File: src/rtl/core/rssd_pkg.sv
// Shared constants, types and state codes for the rolling sample deviation block.
`timescale 1ns / 1ps
package rssd_pkg;

   localparam int WINDOW_MAX   = 64;
   localparam int SAMPLE_WIDTH = 32;
   localparam int DEV_W        = 32;
   localparam int LEN_W        = 7;
   localparam int ADDR_W       = $clog2(WINDOW_MAX);
   localparam int LOG_W        = $clog2(WINDOW_MAX);
   localparam int S1_W         = SAMPLE_WIDTH + LOG_W + 1;
   localparam int SQ_W         = 2 * SAMPLE_WIDTH;
   localparam int S2_W         = SQ_W + LOG_W;
   localparam int NUM_W        = S2_W + LEN_W;
   localparam int D_W          = 2 * LEN_W;
   localparam int RAD_W        = 2 * DEV_W;
   localparam int CNT_W        = $clog2(NUM_W + WINDOW_MAX + 1);
   localparam int RAM_W        = SAMPLE_WIDTH + 1;

   localparam int CSR_ADDR_W = 3;
   localparam logic REG_WINDOW_LENGTH = 1'b0;
   localparam logic [LEN_W-1:0] WINDOW_LENGTH_RESET = LEN_W'(20);

   typedef enum logic [3:0] {
      ST_IDLE,
      ST_START,
      ST_SCAN,
      ST_DRAIN,
      ST_MUL_A,
      ST_MUL_B,
      ST_DIV,
      ST_ROOT_INIT,
      ST_ROOT,
      ST_DONE
   } rssd_state_type;

   typedef struct packed {
      logic              start;
      logic              rd_en;
      logic [ADDR_W-1:0] rd_idx;
      logic              mul_load_a;
      logic              mul_load_b;
      logic              mul_step;
      logic              div_load;
      logic              div_step;
      logic              sqrt_load;
      logic              sqrt_step;
      logic              out_load;
   } rssd_cmd_type;

   typedef struct packed {
      logic             enough;
      logic             pipe_busy;
      logic             mul_done;
      logic             out_free;
      logic [LEN_W-1:0] len;
   } rssd_status_type;

endpackage

File: src/rtl/core/rssd_ctrl.sv
// Sequencer: scan, multiply, divide, root and result hand-off.
`timescale 1ns / 1ps
module rssd_ctrl (
   input  logic                     clock,
   input  logic                     reset,
   input  logic                     req_valid,
   output logic                     req_ready,
   input  rssd_pkg::rssd_status_type status,
   output rssd_pkg::rssd_cmd_type    cmd
);
   import rssd_pkg::*;

   rssd_state_type   state_ff, state_in;
   logic [CNT_W-1:0] cnt_ff, cnt_in;
   logic [CNT_W-1:0] len_last;

   assign len_last = CNT_W'(status.len) - CNT_W'(1);

   always_ff @(posedge clock) begin
      if (reset) begin
         state_ff <= ST_IDLE;
         cnt_ff   <= '0;
      end else begin
         state_ff <= state_in;
         cnt_ff   <= cnt_in;
      end
   end

   always_comb begin
      state_in = state_ff;
      cnt_in   = cnt_ff;
      case (state_ff)
         ST_IDLE: begin
            if (req_valid) begin
               state_in = ST_START;
            end
         end
         ST_START: begin
            cnt_in   = '0;
            state_in = status.enough ? ST_SCAN : ST_DONE;
         end
         ST_SCAN: begin
            if (cnt_ff == len_last) begin
               state_in = ST_DRAIN;
            end else begin
               cnt_in = cnt_ff + CNT_W'(1);
            end
         end
         ST_DRAIN: begin
            if (!status.pipe_busy) begin
               state_in = ST_MUL_A;
            end
         end
         ST_MUL_A: begin
            if (status.mul_done) begin
               state_in = ST_MUL_B;
            end
         end
         ST_MUL_B: begin
            if (status.mul_done) begin
               state_in = ST_DIV;
               cnt_in   = '0;
            end
         end
         ST_DIV: begin
            if (cnt_ff == CNT_W'(NUM_W - 1)) begin
               state_in = ST_ROOT_INIT;
            end else begin
               cnt_in = cnt_ff + CNT_W'(1);
            end
         end
         ST_ROOT_INIT: begin
            cnt_in   = '0;
            state_in = ST_ROOT;
         end
         ST_ROOT: begin
            if (cnt_ff == CNT_W'(DEV_W - 1)) begin
               state_in = ST_DONE;
            end else begin
               cnt_in = cnt_ff + CNT_W'(1);
            end
         end
         ST_DONE: begin
            if (status.out_free) begin
               state_in = ST_IDLE;
            end
         end
         default: begin
            state_in = ST_IDLE;
         end
      endcase
   end

   always_comb begin
      cmd       = '0;
      req_ready = 1'b0;
      case (state_ff)
         ST_IDLE: begin
            req_ready = 1'b1;
            cmd.start = req_valid;
         end
         ST_SCAN: begin
            cmd.rd_en  = 1'b1;
            cmd.rd_idx = cnt_ff[ADDR_W-1:0];
         end
         ST_DRAIN: begin
            cmd.mul_load_a = !status.pipe_busy;
         end
         ST_MUL_A: begin
            cmd.mul_step   = !status.mul_done;
            cmd.mul_load_b = status.mul_done;
         end
         ST_MUL_B: begin
            cmd.mul_step = !status.mul_done;
            cmd.div_load = status.mul_done;
         end
         ST_DIV: begin
            cmd.div_step = 1'b1;
         end
         ST_ROOT_INIT: begin
            cmd.sqrt_load = 1'b1;
         end
         ST_ROOT: begin
            cmd.sqrt_step = 1'b1;
         end
         ST_DONE: begin
            cmd.out_load = status.out_free;
         end
         default: begin
            cmd = '0;
         end
      endcase
   end
endmodule

File: config.mk
export PLATFORM = sky130hd
export DESIGN_NAME = rssd_ctrl
export DESIGN_NICKNAME = d
export VERILOG_FILES = /design/src/rtl/core/rssd_pkg.sv /design/src/rtl/core/rssd_ctrl.sv
export SDC_FILE = /design/constraint.sdc
export NUM_CORES = 1
export LEC_CHECK = 0
export BUFFER_PORTS_ARGS = -buffer_cell sky130_fd_sc_hd__buf_2
export CAP_MARGIN = 10
export CORE_ASPECT_RATIO = 1.2
export CORE_MARGIN = 3
export CORE_UTILIZATION = 59
export CTS_BUF_LIST = sky130_fd_sc_hd__clkbuf_8
export CTS_CLUSTER_SIZE = 8
export DETAILED_ROUTE_END_ITERATION = 8
export MAX_ROUTING_LAYER = met4
export PLACE_DENSITY = 0.88
export RECOVER_POWER = 100
export SETUP_SLACK_MARGIN = 0.02
export SLEW_MARGIN = 20
export SYNTH_ARGS = -nofsm -noshare
export SYNTH_HDL_FRONTEND = slang
export SYNTH_SLANG_ARGS = --single-unit
File: constraint.sdc
create_clock -name clock -period 5.7 [get_ports clock]
set_clock_uncertainty 0.1 [all_clocks]
set_input_delay 1.14 -clock clock [delete_from_list [all_inputs] [get_ports clock]]
set_output_delay 1.14 -clock clock [all_outputs]
set_load 0.1 [all_outputs]
==> metrics <==
slowest stage cell, crit path clkbuf_1; Die W 47.1 µm; Yosys warnings 0; CTS resizes 0; global route overflow 0; CTS clk-pin slew, worst paths ~60 ps; H-tree levels 1; vias per cell between 6 and 7; fmax 0.261 GHz; drt wl/cell between 15 and 20 µm; Leak Pwr 0.511 nW; Req. time, crit path 4460 ps; vias in the first global route 1212; drt pass-1 iters 4; Setup crit end kind primary output; pwr dens 420 nW/µm²; # setup viols final 0; pin count of the biggest net entering global routing 20; top-level I/O count 31; number of synthesized flops with an enable pin 0; crit share post-route 67.3%; Arr. time, crit path 2600 ps; CTS tree built; CP max stage delay approximately 870 ps; placed instance count 204; status finished, final reports clean; Post-CTS Setup Bufs 0; setup_tns 0 ps; insertion delay to the later sink of the worst-skew pair 250 ps; die footprint 2600 µm²; VDD IR max about 270 µV; die span in y 55.3 µm; clk sinks 12; #FFs+latches synth 12; crit path kind reg -> out; RSZ-0062 raised after global routing false; DRC 0; # diodes 0; post-route ant nets 0; routed vias 1378; Pins Over Slew Limit 0; fin nets between 200 and 250; Starting Density between 60% and 70%; first-pass GRT wire length 5.28 mm; Synth-to-Final Area Change 13.6%; critical-path cell list nor2b_1 > nand2_1 > inv_1 > clkbuf_1; Cell Count, Final, Fillers Out 208; mapped cell area ~1200 µm²; CTS max path bufs 2; max_slew headroom 21.3%; Mean Syn Cell Area roughly 7.2 µm²; row count 17; CTS Hold Bufs 0; count of cell types in the netlist 44; Worst Tran Pin Value roughly 1200 ps; Final Hold Violating Endpoints 0; Mapped Cells 166; crit path buf inv count 2; Min-Delay Path Class reg -> reg; CORE AREA approximately 1900 µm²; ys async rst share 0%; I/O Buffers 30; layout cells sized above 1 between 10% and 20%; post-synthesis sequential area ratio between 20% and 30%; antenna violations before repair 0; CTS Root Cell clkbuf_8; WL final 3.33 mm; syn nets 183; DPL Wire Length 2.40 mm; crit start category flip-flop; GPL Wtd Cong 0.915; total CTS buffers 3; maxcap violations 0; CP top delay family buffers and inverters; DR iter-0 viols 71; Total GRT Usage 27.7%; Final Critical Period 3840 ps; prevailing post-synth register cell dfxtp_1; CP max FO 19
[cell usage after synthesis, types with 2 or more instances]
library cell / count / area (µm²)
nor2_1: 19 / 71.3
dfxtp_1: 12 / 240
o21ai_1: 12 / 60.1
and3_1: 10 / 62.6
a21oi_1: 8 / 40.0
inv_1: 8 / 30.0
clkbuf_1: 7 / 26.3
nor3_1: 7 / 35.0
nand3_1: 6 / 30.0
a31oi_1: 5 / 31.3
nand2b_1: 5 / 31.3
nor3b_1: 5 / 37.5
xnor2_1: 5 / 43.8
buf_2: 4 / 20.0
nand4_1: 4 / 25.0
o21ai_0: 4 / 20.0
ha_1: 3 / 37.5
nand2_1: 3 / 11.3
nor2b_1: 3 / 18.8
nor4_1: 3 / 18.8
nor4b_1: 3 / 26.3
o31ai_1: 3 / 22.5
mux2_4: 2 / 30.0
o2111ai_1: 2 / 17.5
or3_1: 2 / 12.5
or4_1: 2 / 15.0
xor2_1: 2 / 17.5
[through the flow]
step	hold slack [ps]	power, mW	cell area (µm²)	utilization [%]	setup slack (ps)
finish	476	0.570	1360	72.5	1860
floorplan	409	0.423	1210	-	138
global placement	444	0.466	1330	71.1	2420
detailed placement	463	0.480	1330	71.1	2330
global route	529	0.606	1360	72.5	1720
CTS	480	0.578	1390	74.0	2290
[tightest hold or removal path: stages, from the launching register on]
cell,delay (ps)
dfxtp_1,360
o21ai_0,100
a21oi_1,60
[worst paths after layout]
check / startpoint / endpoint / slack, ps / depth (start not counted)
setup / recovery: state_ff[1] / cmd[14] / 1860 / 4
hold / removal: cnt_ff[7] / cnt_ff[7] / 480 / 2
setup reg to reg: state_ff[1] / cnt_ff[0] / 2900 / 5
hold reg to reg: cnt_ff[7] / cnt_ff[7] / 480 / 2
[final cells by class]
class	count	area (µm²)
Clock buffer	4	55.1
Fill cell	170	515
Inverter	8	30.0
Multi-Input combinational cell	134	872
Sequential cell	12	240
Tap cell	19	23.8
Timing Repair Buffer	31	135
[per-layer routing]
layer  share of wire, %  global-route usage (%)  wire, µm  up-vias
met5                  0                       -         0        -
met4                2.6                    16.2        86        0
met3                7.0                    4.23       234       13
met2                 51                    45.2      1710       80
met1                 39                    29.8      1300      621
li1                   -                       -         -      664
[state kept, by name (all words and copies together), names as in the netlist]
register  cells
cnt_ff        8
state_ff      4
[cell usage in the layout, fill, tap and decap left out, types with 3 or more instances in the layout]
cell type	Yosys	routed
ha_1	3	3
inv_1	8	8
dfxtp_1	12	12
nor2b_1	3	3
o21ai_1	12	6
nand2b_1	5	5
clkbuf_1	7	18
xnor2_1	5	5
nor2_1	19	19
o31ai_1	3	3
buf_2	4	12
a31oi_1	5	5
a21oi_1	8	8
and3_1	10	10
o21ai_0	4	10
clkbuf_8	0	4
nor3b_1	5	5
nand2_1	3	4
nor3_1	7	7
nand4_1	4	4
nand3_1	6	6
[kinds of logic (layout without fill, tap and decap cells)]
family | Yosys count | after routing | synth area share (%)
AOI/OAI and AO/OA | 43 | 43 | 22.2
adders and majority gates | 3 | 3 | 3.14
buffers and inverters | 20 | 43 | 7.34
xor gates and xnor gates | 7 | 7 | 5.14
muxes | 3 | 3 | 3.35
and+or+nand+nor | 78 | 78 | 38.7
DFF | 12 | 12 | 20.1
[where the power goes]
part,internal [mW],leakage (nW),switching [mW]
clock,0.0612,0.0288,0.0352
combinational,0.0964,0.385,0.234
sequential,0.0967,0.0974,0.0472
total,0.254,0.511,0.316
No activity file was read; power rests on OpenSTA's default activity.
